$ cat src/rtl/gcw_pkg.sv
// ----------------------------------------------------------------------------
// gcw_pkg
// Shared types and constants for the grid line cell walk: coordinate width,
// input and result payloads, controller/datapath command and status groups.
// ----------------------------------------------------------------------------
`default_nettype none

package gcw_pkg;

  // Coordinate width of every input and result field
  localparam int unsigned COORD_BITS = 5;
  // Width of the doubled crossing terms (1 + 2*i) * n
  localparam int unsigned TERM_BITS  = 2 * COORD_BITS + 1;
  // Width of the remaining-step count, up to 2 * (2^COORD_BITS - 1)
  localparam int unsigned CNT_BITS   = COORD_BITS + 1;

  typedef logic [COORD_BITS-1:0] coord_t;
  typedef logic [TERM_BITS-1:0]  term_t;
  typedef logic [CNT_BITS-1:0]   cnt_t;

  // Segment end points, one input transfer
  typedef struct packed {
    coord_t x_start;
    coord_t y_start;
    coord_t x_end;
    coord_t y_end;
  } item_t;

  // One visited cell, one result transfer
  typedef struct packed {
    coord_t cell_x;
    coord_t cell_y;
    logic   last_cell;
  } result_t;

  // Controller to datapath
  typedef struct packed {
    logic load;
    logic step;
  } dp_cmd_t;

  // Datapath to controller
  typedef struct packed {
    logic last;
  } dp_status_t;

endpackage

`default_nettype wire

$ cat src/rtl/gcw_datapath.sv
// ----------------------------------------------------------------------------
// gcw_datapath
// Cell position, incremental crossing terms and remaining-step count.
// The products (1+2*ix)*ny and (1+2*iy)*nx are kept as running sums.
// ----------------------------------------------------------------------------
`default_nettype none

module gcw_datapath (
  input  wire logic               clk,
  input  wire logic               rst,
  input  wire gcw_pkg::item_t     item,
  input  wire gcw_pkg::dp_cmd_t   cmd,
  output gcw_pkg::dp_status_t     status,
  output gcw_pkg::coord_t         cell_x,
  output gcw_pkg::coord_t         cell_y
);

  gcw_pkg::coord_t x, y;
  gcw_pkg::term_t  lhs, rhs;
  gcw_pkg::term_t  lhs_inc, rhs_inc;
  gcw_pkg::cnt_t   remaining;
  logic            x_up, y_up;

  gcw_pkg::coord_t nx, ny;
  logic            step_x;

  // Axis lengths of the incoming segment
  always_comb begin
    nx = (item.x_end >= item.x_start) ? (item.x_end - item.x_start)
                                      : (item.x_start - item.x_end);
    ny = (item.y_end >= item.y_start) ? (item.y_end - item.y_start)
                                      : (item.y_start - item.y_end);
  end

  // Earlier boundary crossing wins; a tie goes to y
  assign step_x = (lhs < rhs);

  // Walk registers
  always_ff @(posedge clk) begin
    if (cmd.load) begin
      x         <= item.x_start;
      y         <= item.y_start;
      x_up      <= item.x_end > item.x_start;
      y_up      <= item.y_end > item.y_start;
      lhs       <= gcw_pkg::term_t'(ny);
      rhs       <= gcw_pkg::term_t'(nx);
      lhs_inc   <= gcw_pkg::term_t'({ny, 1'b0});
      rhs_inc   <= gcw_pkg::term_t'({nx, 1'b0});
      remaining <= gcw_pkg::cnt_t'(nx) + gcw_pkg::cnt_t'(ny);
    end else if (cmd.step) begin
      if (step_x) begin
        x   <= x_up ? x + 1'b1 : x - 1'b1;
        lhs <= lhs + lhs_inc;
      end else begin
        y   <= y_up ? y + 1'b1 : y - 1'b1;
        rhs <= rhs + rhs_inc;
      end
      remaining <= remaining - 1'b1;
    end
  end

  assign status.last = (remaining == '0);
  assign cell_x      = x;
  assign cell_y      = y;

  // A step moves exactly one coordinate by one cell
  a_one_axis: assert property (@(posedge clk) disable iff (rst)
    $past(cmd.step) && !$past(cmd.load) |->
      $countones({x != $past(x), y != $past(y)}) == 1)
    else $error("step moved both or neither axis");

  // The controller never steps past the final cell
  a_no_overrun: assert property (@(posedge clk) disable iff (rst)
    cmd.step |-> remaining != '0)
    else $error("step issued with no steps remaining");

  // Load and step are exclusive
  a_cmd_excl: assert property (@(posedge clk) disable iff (rst)
    !(cmd.load && cmd.step))
    else $error("load and step together");

endmodule

`default_nettype wire

$ cat src/rtl/gcw_ctrl.sv
// ----------------------------------------------------------------------------
// gcw_ctrl
// Walk controller: idle/walk sequencing, start acceptance, result strobe.
// ----------------------------------------------------------------------------
`default_nettype none

module gcw_ctrl (
  input  wire logic                clk,
  input  wire logic                rst,
  input  wire logic                start,
  input  wire gcw_pkg::dp_status_t status,
  output gcw_pkg::dp_cmd_t         cmd,
  output logic                     busy,
  output logic                     strobe
);

  typedef enum logic {
    S_IDLE,
    S_WALK
  } state_t;

  state_t state;

  // Busy drops on the final cell so the next segment can follow at once
  assign strobe   = (state == S_WALK);
  assign busy     = strobe && !status.last;
  assign cmd.load = start && !busy;
  assign cmd.step = busy;

  // State register
  always_ff @(posedge clk) begin
    if (rst) begin
      state <= S_IDLE;
    end else begin
      case (state)
        S_IDLE: begin
          if (start) state <= S_WALK;
        end
        S_WALK: begin
          if (status.last && !start) state <= S_IDLE;
        end
        default: begin
          state <= S_IDLE;
        end
      endcase
    end
  end

  // The last cell without a new transfer returns to idle
  a_to_idle: assert property (@(posedge clk) disable iff (rst)
    (state == S_WALK) && status.last && !start |=> state == S_IDLE)
    else $error("walk did not end after last cell");

  // An accepted transfer always leads to a strobe next cycle
  a_load_strobe: assert property (@(posedge clk) disable iff (rst)
    cmd.load |=> strobe)
    else $error("no cell after accepted segment");

endmodule

`default_nettype wire

$ cat src/rtl/grid_line_cell_walk_core.sv
// ----------------------------------------------------------------------------
// grid_line_cell_walk_core
// Emits every grid cell crossed by a segment, one orthogonal step per cell.
// ----------------------------------------------------------------------------
// The first cell is shown in the cycle after the start transfer.
// Throughput: one cell per cycle from the single shared step/compare datapath;
//   a segment gives |dx| + |dy| + 1 cells, at most 63.
// busy falls during the final cell, so the next start is taken on that edge.
// Results cannot be stalled: each is valid for the one strobe cycle.
// Reset (rst, synchronous) returns the controller to idle, discarding a walk.
`default_nettype none

module grid_line_cell_walk_core (
  input  wire logic             clk,
  input  wire logic             rst,
  input  wire logic             start,
  input  wire gcw_pkg::item_t   item,
  output logic                  busy,
  output logic                  strobe,
  output gcw_pkg::result_t      result
);

  gcw_pkg::dp_cmd_t    cmd;
  gcw_pkg::dp_status_t status;
  gcw_pkg::coord_t     cell_x, cell_y;

  gcw_ctrl u_ctrl (
    .clk    (clk),
    .rst    (rst),
    .start  (start),
    .status (status),
    .cmd    (cmd),
    .busy   (busy),
    .strobe (strobe)
  );

  gcw_datapath u_dp (
    .clk    (clk),
    .rst    (rst),
    .item   (item),
    .cmd    (cmd),
    .status (status),
    .cell_x (cell_x),
    .cell_y (cell_y)
  );

  // Result assembly
  assign result.cell_x    = cell_x;
  assign result.cell_y    = cell_y;
  assign result.last_cell = status.last;

endmodule

`default_nettype wire

$ cat config.mk
export PLATFORM = sky130hd
export DESIGN_NAME = grid_line_cell_walk_core
export DESIGN_NICKNAME = d
export VERILOG_FILES = /design/src/rtl/gcw_pkg.sv /design/src/rtl/gcw_datapath.sv /design/src/rtl/gcw_ctrl.sv /design/src/rtl/grid_line_cell_walk_core.sv
export SDC_FILE = /design/constraint.sdc
export NUM_CORES = 1
export LEC_CHECK = 0
export BUFFER_PORTS_ARGS = -buffer_cell sky130_fd_sc_hd__buf_2
export CAP_MARGIN = 20
export CORE_ASPECT_RATIO = 0.7
export CORE_MARGIN = 2
export CORE_UTILIZATION = 65
export DETAILED_ROUTE_END_ITERATION = 12
export PLACE_DENSITY = 0.83
export SLEW_MARGIN = 20
export SYNTH_ARGS = -nofsm -noshare
export SYNTH_HDL_FRONTEND = slang
export SYNTH_SLANG_ARGS = --single-unit
export TNS_END_PERCENT = 10
$ cat constraint.sdc
create_clock -name clk -period 8.29 [get_ports clk]
set_clock_uncertainty 0.05 [all_clocks]
set_input_delay 0.829 -clock clk [delete_from_list [all_inputs] [get_ports clk]]
set_output_delay 0.829 -clock clk [all_outputs]
set_load 0.05 [all_outputs]
==> flow_summary.yaml, run 1 <==
finish:
  drive_gt1_share_pct: 12.3
  fin_area_sq_um: 4380
  fin_util_pct: 75.0
  n_antenna_cell: 0
  synthToLayoutAreaGrowth_pct: 9.02
  fin_nets: 546
route:
  vias_per_cell: 6.09
  drt_iter0_drc: 217
  final_antenna_net_count: 0
  wl_per_cell_um: 16.7
  drc: 0
  dr_total_vias: 3283
  dr.pass1.iters: 6
  wirelength_mm: 8.99
worst_hold_path:
  whs_path_depth: 1
  holdPathEnd: "u_dp.rhs[10]"
  worstHoldPathType: "reg2reg"
  holdCritStartpoint: "u_dp.rhs[10]"
global_route:
  gr-usage-all-layers_pct: 26.8
  grt_pass1_wl_mm: 14.7
  grt_pass1_vias: 3121
  grt_start_max_net_pins: 43
  grt_overflow: 0
  antenna_found_initial: 0
clocking:
  clock_path_buffers: 2
  cts_made_buffers: 5
  hold_buffers: 0
  clock_latency_ns: 0.31
  cts.clk_slew.worst_paths_ns: 0.10
  cts_resized: 0
  numClockSinks: 51
  cts-root-buf: "clkbuf_8"
  h-tree-depth: 2
  postCtsSetupRepairBufs: 0
  cts_tree: "done"
power:
  leakage_nw: 1.99
  power_switching_mw: 0.620
  switching_share_pct: 45.2
  p_seq_share_pct: 32.3
  power.density_nw_per_um2: 313
  pwr-share-clk_pct: 13.0
  p_int_mw: 0.753
  ir_drop_v: 0.000164
  comb_power_share_pct: 54.7
sta:
  worstMarginPinSlew_ns: 0.936
  finalHoldViolCount: 0
  final_max_slew_viol_count: 0
  period_minus_slack_ns: 3.50
  max_slew_margin_pct: 37.4
  fin_tns_setup_ns: 0
  fin_crit_sh_pct: 42.2
  setup_violations: 0
  fmaxAchievable_ghz: 0.286
  rsz0062_at_grt: "false"
yosys:
  ys_warn_count: 0
  ys_seq_area_share_pct: 34.8
  ys_types: 55
  synth_top_flop_cell: "edfxtp_1"
  synth-edff-count: 38
  async_flop_share_pct: 0
  synthesis.nets: 511
  synth_area_per_cell_sq_um: 9.40
  syn_inst: 428
  netlist_area_sq_um: 4020
  ys_seq_elements: 51
worst_setup_path:
  critPathKind: "in2reg"
  path_max_fanout: 9
  r2r_start: "u_dp.lhs[2]"
  ff2ff_setup_slack_ns: 5.20
  reg2reg_depth: 6
  cp.required_ns: 8.29
  worstPathArrival_ns: 3.50
  start_kind: "input port"
  timing.rr.end: "u_dp.cell_x[4]"
  endpoint_kind: "flip-flop"
floorplanning:
  initial_utilization_pct: 68.8
  num_io_pins: 36
  die_h_um: 69.8
  die_w_um: 98.0
  core_area_sq_um: 5840
  core.rowCount: 23
  die_area_sq_um: 6840
flow_run:
  cap_violations: 0
placed_design:
  globalplace.congestion: 0.872
  port_buffers: 35
  dp_hpwl_mm: 6.94
  placed_area_sq_um: 4270
run_status:
  status: "complete, no violations"
## power groups by stage
stage          clock network, mW  registers (mW)  logic (mW)
2_1_floorplan                  0           0.522       0.476
3_3_place_gp                   0           0.443       0.701
3_5_place_dp                   0           0.449       0.735
4_1_cts                    0.179           0.442       0.746
5_1_grt                    0.188           0.454       0.828
6_report                   0.178           0.443       0.751
## through the flow
step | power (mW) | setup WS (ns) | cells | hold slack, ns
after floorplan | 0.998 | 4.78 | 428 | 0.387
after global placement | 1.14 | 4.61 | 531 | 0.401
after detailed placement | 1.18 | 4.51 | 531 | 0.410
after CTS | 1.37 | 4.84 | 539 | 0.425
after global routing | 1.47 | 4.65 | 539 | 0.463
final | 1.37 | 4.79 | 539 | 0.419
## registers in the layout, summed over array words and instances, names as in the netlist
name	cells
u_ctrl.strobe	1
u_dp.cell_x	5
u_dp.cell_y	5
u_dp.lhs	11
u_dp.lhs_inc	5
u_dp.remaining	6
u_dp.rhs	11
u_dp.rhs_inc	5
u_dp.x_up	1
u_dp.y_up	1
## per-layer routing
layer	routed length, um	up-vias	track usage, %	share of wire (%)
li1	-	1600	-	-
met1	4250	1553	41.0	47
met2	4030	121	41.1	45
met3	667	9	4.23	7.4
met4	51	0	4.32	0.57
met5	0	-	0	0
## how the worst max path moves through the flow
stage / slack [ns] / to / depth (start not counted) / startpoint
6_report: 4.79 / u_dp.remaining[5] / 13 / item[7]
5_1_grt: 4.65 / u_dp.remaining[5] / 13 / item[7]
3_5_place_dp: 4.51 / u_dp.remaining[5] / 13 / item[1]
2_1_floorplan: 4.78 / u_dp.remaining[4] / 13 / item[7]
4_1_cts: 4.84 / u_dp.remaining[5] / 13 / item[1]
3_3_place_gp: 4.61 / u_dp.remaining[5] / 13 / item[1]
## cell usage after synthesis, drive strengths merged (6+ instances only)
cell / n / area, sq um
xnor2: 9 / 78.8
mux2i: 8 / 80.1
nor2b: 8 / 50.1
ha: 51 / 638
dfxtp: 13 / 260
clkbuf: 6 / 22.5
a21oi: 28 / 144
nor3: 7 / 35.0
o21ai: 31 / 159
nor2: 23 / 86.3
inv: 52 / 195
nand2: 37 / 139
xor2: 11 / 96.3
a21o: 15 / 113
edfxtp: 38 / 1140
a31oi: 6 / 37.5
fa: 9 / 180
nand3: 8 / 40.0
## final cells by class
cell class,count,area [sq um]
tap,75,93.8
fill,455,1460
multi-input combinational,316,2390
clock buffer,7,108
timing repair buffer,37,190
inverter,52,195
clock inverter,1,8.76
sequential,51,1400
## cell families (layout without fill, tap and decap cells)
| family | count (synthesis) | in the layout | share of synthesized area, % |
|---|---|---|---|
| simple gates | 115 | 115 | 14.3 |
| compound gates | 111 | 111 | 17.8 |
| buf+inv | 61 | 97 | 5.79 |
| fa+ha+maj | 60 | 60 | 20.3 |
| flops | 51 | 51 | 34.8 |
| xor+xnor | 20 | 20 | 4.36 |
| mux | 10 | 10 | 2.55 |
## critical path, stage by stage
cell	delay (ns)
buf_2	0.09
inv_1	0.04
ha_1	0.43
and3_1	0.29
o21ai_1	0.16
nand3_1	0.23
mux2_2	0.41
ha_1	0.28
a21o_1	0.16
a21oi_1	0.25
nor2b_1	0.07
o21ai_0	0.14
a22oi_1	0.11
## cells in the final DEF (no fill, tap or decap), drive strengths merged, types with 4 or more instances in the layout
master and instances:
nand2 37, o21ai 31, o31ai 5, dfxtp 13
nor2b 8, a21oi 28, buf 37, xor2 11
xnor2 9, edfxtp 38, and3 5, a31oi 6
nand3 8, ha 51, mux2i 8, nor2 23
or3 5, nor3 7, o211ai 4, a21o 15
clkbuf 7, nand4 4, inv 53, fa 9
Note: power is estimated with default switching activity, not from simulation.
==> run 2, diff against run 1 <==
--- a/config.mk
+++ b/config.mk
@@ -5,13 +5,14 @@
 export SDC_FILE = /design/constraint.sdc
 export NUM_CORES = 1
 export LEC_CHECK = 0
+export ABC_AREA = 1
 export BUFFER_PORTS_ARGS = -buffer_cell sky130_fd_sc_hd__buf_2
 export CAP_MARGIN = 20
 export CORE_ASPECT_RATIO = 0.7
 export CORE_MARGIN = 2
-export CORE_UTILIZATION = 65
+export CORE_UTILIZATION = 55
 export DETAILED_ROUTE_END_ITERATION = 12
-export PLACE_DENSITY = 0.83
+export PLACE_DENSITY = 0.74
 export SLEW_MARGIN = 20
 export SYNTH_ARGS = -nofsm -noshare
 export SYNTH_HDL_FRONTEND = slang
==> constraint.sdc (replaced) <==
create_clock -name clk -period 3.2 [get_ports clk]
set_clock_uncertainty 0.05 [all_clocks]
set_input_delay 0.32 -clock clk [delete_from_list [all_inputs] [get_ports clk]]
set_output_delay 0.32 -clock clk [all_outputs]
set_load 0.05 [all_outputs]
==> flow_summary.yaml, run 2 <==
worst_setup_path:
  endpoint_kind: "flip-flop"
  worst_path_most_repeated_cell: "nand2_1"
  cp.required_ns: 3.21
  worstPathArrival_ns: 2.71
  critPathKind: "in2reg"
  timing.rr.end: "u_dp.rhs[1]"
  path_max_fanout: 6
  ff2ff_setup_slack_ns: 0.62
  r2r_start: "u_dp.rhs[6]"
  path_cells: "buf_2, inv_1, ha_1, nand2_1, nor2_1, inv_1, nand2_2, nand2_1, and2_1, ha_1, a21oi_1, nand2_1, nand2_1, a21boi_0, o21ai_1, o21ai_1"
  reg2reg_depth: 10
  crit_slowest_cell: "ha_1"
  start_kind: "input port"
  slowest_delay_ns: 0.41
yosys:
  synthAdderAreaFrac_pct: 18.9
  ys_top_cells_by_area: "edfxtp_1, ha_1, nand2_1"
  ys_types: 37
  synth_top_family_by_area: "simple AND/OR/NAND/NOR gates"
  synth_area_per_cell_sq_um: 7.89
  synth_top_area_share_pct: 26.4
  synth-compound-area-share_pct: 6.99
  syn_inst: 549
  synth_common_cells: "nand2_1, inv_1, ha_1"
  async_flop_share_pct: 0
  ys_seq_elements: 51
  synthesis.nets: 632
  ys_warn_count: 0
  synth_xor_area_share_pct: 5.46
  synth_top_flop_cell: "edfxtp_1"
  netlist_area_sq_um: 4330
  synth_area_leader_cell: "edfxtp_1"
  muxShareOfSynthArea_pct: 0
  ys_seq_area_share_pct: 32.4
  synth-simple-area-share_pct: 26.6
  synth-edff-count: 38
  synth.most_common_cell: "nand2_1"
flow_run:
  cap_violations: 0
power:
  leakage_nw: 2.31
  power.density_nw_per_um2: 785
  ir_drop_v: 0.000528
floorplanning:
  core.rowCount: 27
  num_io_pins: 36
  core_area_sq_um: 7740
  die_area_sq_um: 8610
  die_h_um: 78.2
  initial_utilization_pct: 56.0
  die_w_um: 110
clocking:
  postCtsSetupRepairBufs: 0
  numClockSinks: 51
  clock_path_buffers: 2
  cts_made_buffers: 5
  cts-root-buf: "clkbuf_8"
  h-tree-depth: 2
  clock_latency_ns: 0.32
  cts_tree: "done"
  cts.clk_slew.worst_paths_ns: 0.10
  hold_buffers: 0
  cts_resized: 0
global_route:
  gr-usage-all-layers_pct: 23.0
  grt_pass1_vias: 3479
  grt_start_max_net_pins: 46
  grt_pass1_wl_mm: 15.5
  grt_overflow: 0
  antenna_found_initial: 0
sta:
  max_slew_margin_pct: 66.3
  fin_tns_setup_ns: 0
  fin_crit_sh_pct: 84.3
  final_max_slew_viol_count: 0
  worst_slack_ns: 0.504
  period_minus_slack_ns: 2.70
  rsz0062_at_grt: "false"
  holdWs_ns: 0.101
  setup_violations: 0
  finalHoldViolCount: 0
  worstMarginPinSlew_ns: 0.505
  fmaxAchievable_ghz: 0.371
route:
  vias_per_cell: 5.18
  wirelength_mm: 8.95
  drc: 0
  dr_total_vias: 3531
  wl_per_cell_um: 13.1
  dr.pass1.iters: 4
  final_antenna_net_count: 0
  drt_iter0_drc: 186
worst_hold_path:
  whs_path_depth: 2
  holdPathEnd: "u_ctrl.strobe"
  worstHoldPathType: "in2reg"
  holdCritStartpoint: "rst"
placed_design:
  place_ws_ns: 0.188
  dp_hpwl_mm: 6.98
  globalplace.congestion: 0.892
  port_buffers: 35
finish:
  n_antenna_cell: 0
  fin_nets: 663
  largestRegisters: "u_dp.lhs (11), u_dp.rhs (11), u_dp.remaining (6)"
  layout_commonest_cell: "nand2_1"
  synthToLayoutAreaGrowth_pct: 6.88
  final_cell_mix: "nand2_1, inv_1, ha_1"
  drive_gt1_share_pct: 10.3
run_status:
  status: "complete, no violations"
run 2: final cells by class:
type                    instances  area (sq um)
well taps                     101           126
flip-flops and latches         51          1400
fillers                       684          3110
inverters                      87           332
clock buffers                   6          72.6
repair buffers                 35           175
clock inverters                 2          12.5
multi-input cells             400          2510
run 2: logic make-up after synthesis:
family,after synthesis
xor gates and xnor gates,27
adders and majority gates,60
buffers and inverters,98
AOI/OAI and AO/OA,54
DFF,51
and+or+nand+nor,259
run 2: metrics by stage:
stage	instance area (sq um)	utilization, %	std cells	power, mW
floorplan	4330	-	549	2.81
global placement	4540	58.7	674	3.17
detailed placement	4540	58.7	674	3.24
CTS	4630	59.8	682	3.63
global route	4630	59.8	682	3.99
finish	4630	59.8	682	3.63
run 2: report_power, final:
part	internal, mW	switching, mW	leakage (nW)
clock network	0.154	0.228	0.0412
registers	1.00	0.171	0.477
logic	0.741	1.34	1.79
total	1.90	1.74	2.31
run 2: critical path, delay by kind of cell:
kind            cells  cell delay, ns
simple gates        7            0.95
fa+ha+maj           2            0.77
compound gates      4            0.45
buf+inv             3            0.24
run 2: worst max-delay path by stage:
stage,startpoint,end,slack (ns),depth (start not counted)
6_report,item[3],u_dp.remaining[5],0.50,16
3_3_place_gp,item[2],u_dp.remaining[5],0.34,18
5_1_grt,item[2],u_dp.remaining[5],0.27,18
3_5_place_dp,item[3],u_dp.remaining[4],0.19,15
4_1_cts,item[3],u_dp.remaining[5],0.53,16
2_1_floorplan,item[7],u_dp.remaining[5],0.58,17
run 2: metal layers:
metal	wire length (um)	part of all wire (%)	up-vias	GRT usage, %
li1	-	-	1837	-
met1	4440	50	1636	31.6
met2	4000	45	52	37.4
met3	436	4.9	6	4.49
met4	69	0.77	0	5.32
met5	0	0	-	0
==> run 3, diff against run 2 <==
==> constraint.sdc (replaced) <==
create_clock -name clk -period 2.3 [get_ports clk]
set_clock_uncertainty 0.05 [all_clocks]
set_input_delay 0.23 -clock clk [delete_from_list [all_inputs] [get_ports clk]]
set_output_delay 0.23 -clock clk [all_outputs]
set_load 0.05 [all_outputs]
==> flow_summary.yaml, run 3 (synthesis gave the netlist of run 2 again) <==
power:
  p_seq_share_pct: 28.6
  pwr-share-clk_pct: 11.0
  leakage_nw: 2.70
  power.total_mw: 5.71
  power.density_nw_per_um2: 1030
  switching_share_pct: 45.9
  comb_power_share_pct: 60.3
  power_switching_mw: 2.62
  ir_drop_v: 0.000590
  p_int_mw: 3.09
route:
  dr.pass1.iters: 7
  wirelength_mm: 10.6
  m1WireLength_mm: 4.80
  dr_wl_met2_mm: 5.08
  vias_per_cell: 5.24
  drt_iter0_drc: 243
  dr_total_vias: 3938
  drc: 0
  wl_per_cell_um: 14.0
  highest_layer: "met4"
  final_antenna_net_count: 0
  met3_length_um: 473
floorplanning:
  initial_utilization_pct: 56.0
  num_io_pins: 36
  core.rowCount: 27
  die_h_um: 78.2
  die_w_um: 110
  core_area_sq_um: 7740
  die_area_sq_um: 8610
clocking:
  cts-root-buf: "clkbuf_8"
  clock_path_buffers: 2
  hold_buffers: 0
  cts.clk_slew.worst_paths_ns: 0.10
  numClockSinks: 51
  cts_made_buffers: 5
  h-tree-depth: 2
  clock_latency_ns: 0.31
  cts_tree: "done"
sta:
  worst_slack_ns: -0.0120
  max_slew_margin_pct: 75.7
  rsz0062_at_grt: "true"
  final_max_slew_viol_count: 0
  period_minus_slack_ns: 2.31
  fin_tns_setup_ns: -0.0120
  fmaxAchievable_ghz: 0.433
  setup_violations: 1
  worstMarginPinSlew_ns: 0.364
  finalHoldViolCount: 0
  fin_crit_sh_pct: 101
finish:
  n_antenna_cell: 0
  largestRegisters: "u_dp.lhs (11), u_dp.rhs (11), u_dp.remaining (6)"
  fin_nets: 732
  fillers: 575
  stdcell_count: 751
  final_cell_mix: "nand2_1, inv_1, buf_4"
  synthToLayoutAreaGrowth_pct: 27.6
  drive_gt1_share_pct: 29.2
  fin_area_sq_um: 5530
  layout_commonest_cell: "nand2_1"
placed_design:
  globalplace.congestion: 0.874
  dp_hpwl_mm: 7.84
  port_buffers: 35
  dp.cells: 729
  placed_area_sq_um: 5060
global_route:
  grt_pass1_wl_mm: 16.9
  grt_pass1_vias: 3805
  grt_overflow: 0
  antenna_found_initial: 0
  grt_start_max_net_pins: 25
  gr-usage-all-layers_pct: 24.8
worst_setup_path:
  path_max_fanout: 5
  r2r_start: "u_dp.rhs[6]"
  worstPathArrival_ns: 2.33
  timing.rr.end: "u_dp.rhs[1]"
  endpoint_kind: "flip-flop"
  critPathKind: "in2reg"
  ff2ff_setup_slack_ns: 0.23
  cp.required_ns: 2.32
  start_kind: "input port"
  reg2reg_depth: 11
run_status:
  status: "finished, violations left"
  violations: "negative setup slack"
worst_hold_path:
  holdPathEnd: "u_ctrl.strobe"
  whs_path_depth: 2
  worstHoldPathType: "in2reg"
  holdCritStartpoint: "rst"
flow_run:
  cap_violations: 0
[run 3: metal layers]
metal / vias up / global-route usage [%]
met1: 1859 / 34.9
met4: 0 / 4.94
met3: 14 / 2.82
met2: 100 / 41.0
li1: 1965 / -
met5: - / 0
[run 3: metrics by stage]
stage	hold WS (ns)	util [%]	setup slack [ns]
2_1_floorplan	0.249	-	-0.0663
3_3_place_gp	0.344	65.4	-0.313
3_5_place_dp	0.350	65.4	-0.419
4_1_cts	0.0223	67.2	0.00155
5_1_grt	0.0152	71.4	-0.126
6_report	0.0167	71.4	-0.0120
[run 3: worst max path at each step]
stage | startpoint | endpoint | depth (start not counted)
CTS | item[6] | u_dp.remaining[5] | 18
floorplan | item[7] | u_dp.remaining[4] | 15
global placement | item[15] | u_dp.remaining[5] | 15
detailed placement | item[15] | u_dp.remaining[5] | 15
global route | item[2] | u_dp.remaining[5] | 17
finish | item[2] | u_dp.remaining[5] | 17
[run 3: what timing repair did]
| action | 4_1_cts | 5_1_grt |
|---|---|---|
| gates cloned | 0 | 0 |
| resized for setup | 4 | 56 |
| setup buffers | 0 | 14 |
| setup endpoints to repair | 3 | 4 |
| pin swaps | 4 | 35 |
[run 3: power by group through the flow]
stage	Sequential (mW)	Clock [mW]	Combinational (mW)
floorplan	1.89	0	2.09
global placement	1.63	0	3.03
detailed placement	1.65	0	3.17
CTS	1.63	0.634	3.20
global route	1.67	0.669	3.88
finish	1.64	0.631	3.45
[run 3: worst max-delay path: stages]
cell,delay [ns]
buf_6,0.08
inv_4,0.03
ha_4,0.25
nand2_2,0.07
nand2_2,0.07
nor2_4,0.14
nor2_4,0.06
nor3_4,0.20
nand2_1,0.11
and2_4,0.20
ha_4,0.26
a21oi_2,0.14
nand2_1,0.09
nand2_2,0.09
a21boi_1,0.06
o21ai_1,0.15
o21ai_1,0.09
[run 3: area by class of cell]
type                       count  area, sq um  share of cell area [%]
inverter                      87          342                    6.18
sequential                    51         1400                    25.4
clock inverter                 1         5.00                  0.0906
clock buffer                   7          108                    1.95
timing repair buffer         104          736                    13.3
multi-input combinational    400         2810                    50.8
tap                          101          126                    2.29
